==> src/rtl/core/srte_ram.sv <==
// Generic single-write, single-read RAM with registered read data.
module srte_ram #(
  parameter int unsigned WIDTH = 8,
  parameter int unsigned DEPTH = 16
) (
  input  logic                     clk,
  input  logic                     we,
  input  logic [$clog2(DEPTH)-1:0] waddr,
  input  logic [WIDTH-1:0]         wdata,
  input  logic                     re,
  input  logic [$clog2(DEPTH)-1:0] raddr,
  output logic [WIDTH-1:0]         rdata
);
  logic [WIDTH-1:0] mem [DEPTH];

  always_ff @(posedge clk) begin
    if (we) mem[waddr] <= wdata;
    if (re) rdata <= mem[raddr];
  end
endmodule

==> config.mk <==
export PLATFORM = sky130hd
export DESIGN_NAME = srte_ram
export DESIGN_NICKNAME = d
export VERILOG_FILES = /design/src/rtl/core/srte_ram.sv
export SDC_FILE = /design/constraint.sdc
export NUM_CORES = 1
export LEC_CHECK = 0
export ABC_AREA = 1
export BUFFER_PORTS_ARGS = -buffer_cell sky130_fd_sc_hd__buf_2
export CAP_MARGIN = 20
export CORE_MARGIN = 1
export CORE_UTILIZATION = 50
export CTS_BUF_LIST = sky130_fd_sc_hd__clkbuf_16
export CTS_CLUSTER_SIZE = 24
export DETAILED_ROUTE_END_ITERATION = 6
export PLACE_DENSITY = 0.67
export SYNTH_ARGS = -nofsm -noshare
export SYNTH_HDL_FRONTEND = slang
export SYNTH_SLANG_ARGS = --single-unit
==> constraint.sdc <==
create_clock -name clk -period 1.15 [get_ports clk]
set_input_delay 0.0575 -clock clk [delete_from_list [all_inputs] [get_ports clk]]
set_output_delay 0.0575 -clock clk [all_outputs]
set_load 0.005 [all_outputs]
== After elaboration in Yosys (flattened, before gate mapping) ==
Memory sizes are Yosys's and may differ from the RTL's. A register that Yosys moved wholly into a read port is not among the register bits.
Cells that the tools add are included.
Widths: inputs -> output; s select.

* Bits in registers: 0
* RAM bits: 128
* Input bits: 19
* Output and inout bits: 8
* Word-level logic and storage cells: 3
* Memories: 1

{| class="wikitable"
|+ Memories
! memory !! words !! width !! read ports !! clocked after memory_dff !! wr ports !! RTL line !! text
|-
| mem || 16 || 8 || 1 || 1 || 1 || 14 || <nowiki>logic [WIDTH-1:0] mem [DEPTH];</nowiki>
|}

* Multiplexer cells: 2

{| class="wikitable"
|+ Operators by type and width
! kind !! number
|-
| $mux 1 || 2
|}

== Longest topological paths before layout ==
* Word-level depth: 2
* Gate-level depth with buffers: 8
* Depth with buffers taken out: 7

== Least setup slack after synthesis ==
No wires, ideal clock.

* Path type: in2reg
* Start: input waddr[2]
* End: memory mem[10][0], enable pin
* Setup time: 0.370 ns
* Data arrival time: 0.638 ns
* Required time: 0.780 ns
* Setup slack: 0.142 ns
* Stages: 2
* Path buffers: 0
* Cell sequence: nand3b_1 -> nor2_1

{| class="wikitable"
|+ RTL lines
! item !! RTL line !! text
|-
| start: declaration || 8 || <nowiki>input logic [$clog2(DEPTH)-1:0] waddr,</nowiki>
|-
| end: declaration || 14 ||
|}

No word-level cell before the write port.

==> impl_metrics.ini <==
[yosys]
synthMuxAreaShare_pct = 0
dominant_combinational_cell_family_by_area_after_synthesis = simple AND/OR/NAND/NOR gates
post_synth_adder_cell_area_pct = 0
synth_cell_types = 11
synth_xor_area_share_pct = 0
synth.avg_cell_area_um2 = 10.6
synth.yosys.seq_area_share_pct = 69.8
mappedNetlistNets = 570
post_synth_and_or_nand_nor_area_fraction_pct = 20.8
synth_warnings = 0
postSynthRegisterBits = 136
synth_cells = 551
synth.cell_area_mm2 = 0.00585
synth-compound-area-share_pct = 0

[route]
wirelength_um = 12700
drt-vias-per-instance = 5.10
drt.antenna.violating_nets = 0
drtIter0Drc = 296
first_pass_iters = 5
drc = 0
num_vias = 3857
post_drt_wl_per_cell_um = 16.8

[power_and_ir_drop]
peakVddDrop_v = 0.000865
power.leakage_nw = 3.02
power.internal_mw = 9.19
cellPowerDensity_mw_per_mm2 = 1680
power.sequential.fraction_pct = 48.2
power.share.combinational_pct = 6.3
p_clk_share_pct = 45.5
p_sw_mw = 2.48
swShare_pct = 21.3

[timing]
setup_viol = 0
fin_worst_skew_ns = 0.00535
whs_ns = 0.0194
max_transition_viols_final = 0
finalCriticalPeriod_ns = 1.10
final.setup.tns_ns = 0
final-hold-violation-count = 0
worst_slew_margin_rel_pct = 56.3
period_share_pct = 95.7
tightestPinTransition_ns = 0.654
achievable_frequency_ghz = 0.908

[place]
place.gp.congestion = 0.843
place.detailed.hpwl_um = 8120
portBuffers = 26

[finish]
area.growth.synth_to_final_pct = 19.0
final_layout_size_suffix_gt1_share_pct = 17.8
nets = 621
antennaDiodeCount = 0

[clock_tree]
cts_made_buffers = 17
clk_latency_ns = 0.41
cts_root_buffer = clkbuf_16
cts.htree.levels = 4
clock-sinks = 136
ctsHoldBuffers = 0
cts_tree = yes
clock_tree.buffer_depth = 2
clk_pin_slew_worst_paths_ns = 0.06

[floorplan]
effective_utilization_at_floorplan_pct = 51.2
dieArea_mm2 = 0.0121
core_rows = 39
pin_count = 27
design.core.area_mm2 = 0.0114
dieHeight_um = 110
die_w_um = 110

[run]
maxCapViolCount = 0

[critical_path]
critical_path_arrival_ns = 1.27
cp_max_fo = 1
cp.required_ns = 1.32
start_kind = flip-flop
worstSetupEndpointType = flip-flop
setup.worst_path.class = flip-flop to flip-flop

[min_path]
worst_hold_path_type = input port to flip-flop

[global_routing]
via_count_of_the_first_global_routing_pass = 3731
global_route_wire_length_before_repair_um = 19800
grt.busiest_layer = met2
global_route.usage.met1_pct = 32.0
grt_antenna_before_repair = 0
grt_util_met2_pct = 36.5
global_route.overflow_total = 0
largest_net_degree_at_the_start_of_global_routing = 33
overall_routing_resource_usage_pct = 23.4
grt.met3_usage_pct = 5.06

[run_status]
outcome = finished clean
-- metrics by stage --
stage / util (%) / instance area [um^2] / setup slack [ns] / instances / power [mW]
floorplan: - / 5850 / 0.142 / 551 / 6.11
global placement: 54.9 / 6260 / -0.164 / 726 / 6.41
detailed placement: 54.9 / 6260 / -0.202 / 726 / 6.43
CTS: 60.1 / 6860 / 0.000385 / 757 / 11.7
global route: 60.9 / 6960 / -0.00661 / 757 / 12.0
finish: 60.9 / 6960 / 0.0492 / 757 / 11.7
-- synthesized netlist by cell type --
master | count | area share, %
buf_6 | 6 | 1.2
nand3b_1 | 2 | 0.26
inv_2 | 2 | 0.13
buf_2 | 13 | 1.1
inv_1 | 100 | 6.4
nand2_1 | 173 | 11
buf_1 | 1 | 0.064
edfxtp_1 | 136 | 70
buf_4 | 4 | 0.51
nor2_1 | 17 | 1.1
nand3_1 | 97 | 8.3
-- cell families after synthesis --
logic type	after synthesis
buffers and inverters	126
and+or+nand+nor	289
DFF	136
-- placed cells by master, fill, tap and decap left out --
master        n
buf_12        4
buf_2        26
buf_4        26
bufinv_16     3
clkbuf_16    17
clkinv_1      2
clkinv_2      3
clkinv_4      1
clkinvlp_4    5
edfxtp_1    136
inv_1       100
inv_2         2
nand2_1     173
nand3_1      75
nand3_2      22
nand3b_1      2
nor2_1       17
-- registers in the layout, indices dropped and copies added (netlist names) --
| signal | cells |
|---|---|
| mem | 128 |
| rdata | 8 |
-- metal layers --
layer | share of wire [%] | vias to the layer above
met5 | 0 | -
met4 | 2.7 | 0
met3 | 4.9 | 28
met2 | 48 | 104
met1 | 44 | 1840
li1 | - | 1885
-- power groups by stage --
stage	registers, mW	logic (mW)	clock network, mW
after floorplan	5.71	0.391	0
after global placement	5.72	0.691	0
after detailed placement	5.72	0.703	0
after CTS	5.62	0.711	5.37
after global routing	5.63	0.817	5.56
final	5.62	0.735	5.31
-- worst paths after layout --
path / startpoint / endpoint / slack, ns / depth (start not counted)
hold / removal: re / rdata[2] / 0.02 / 1
hold reg to reg: mem[15][4] / rdata[4] / 0.75 / 6
setup / recovery: mem[2][3] / rdata[3] / 0.05 / 6
setup reg to reg: mem[2][3] / rdata[3] / 0.05 / 6
-- area by class of cell --
cell class | count | area (um^2)
fillers | 929 | 4460
flip-flops and latches | 136 | 4080
multi-input cells | 289 | 1320
clock buffers | 17 | 425
repair buffers | 56 | 405
inverters | 102 | 383
well taps | 143 | 179
clock inverters | 14 | 159
-- worst max-delay path, cell delays in order, from the launching register on --
cell	delay (ns)
edfxtp_1	0.38
nand2_1	0.08
nand2_1	0.06
nand2_1	0.07
nand3_2	0.09
nand3_2	0.11
nand2_1	0.07
-- what timing repair did --
item / in CTS / in global routing
resized for setup: 3 / 19
hold endpoints to repair: 0 / 0
gates cloned: 0 / 0
pin swaps: 0 / 8
buffers inserted: 0 / 0
setup endpoints to repair: 2 / 7
Power figures use the tool's default switching activity.
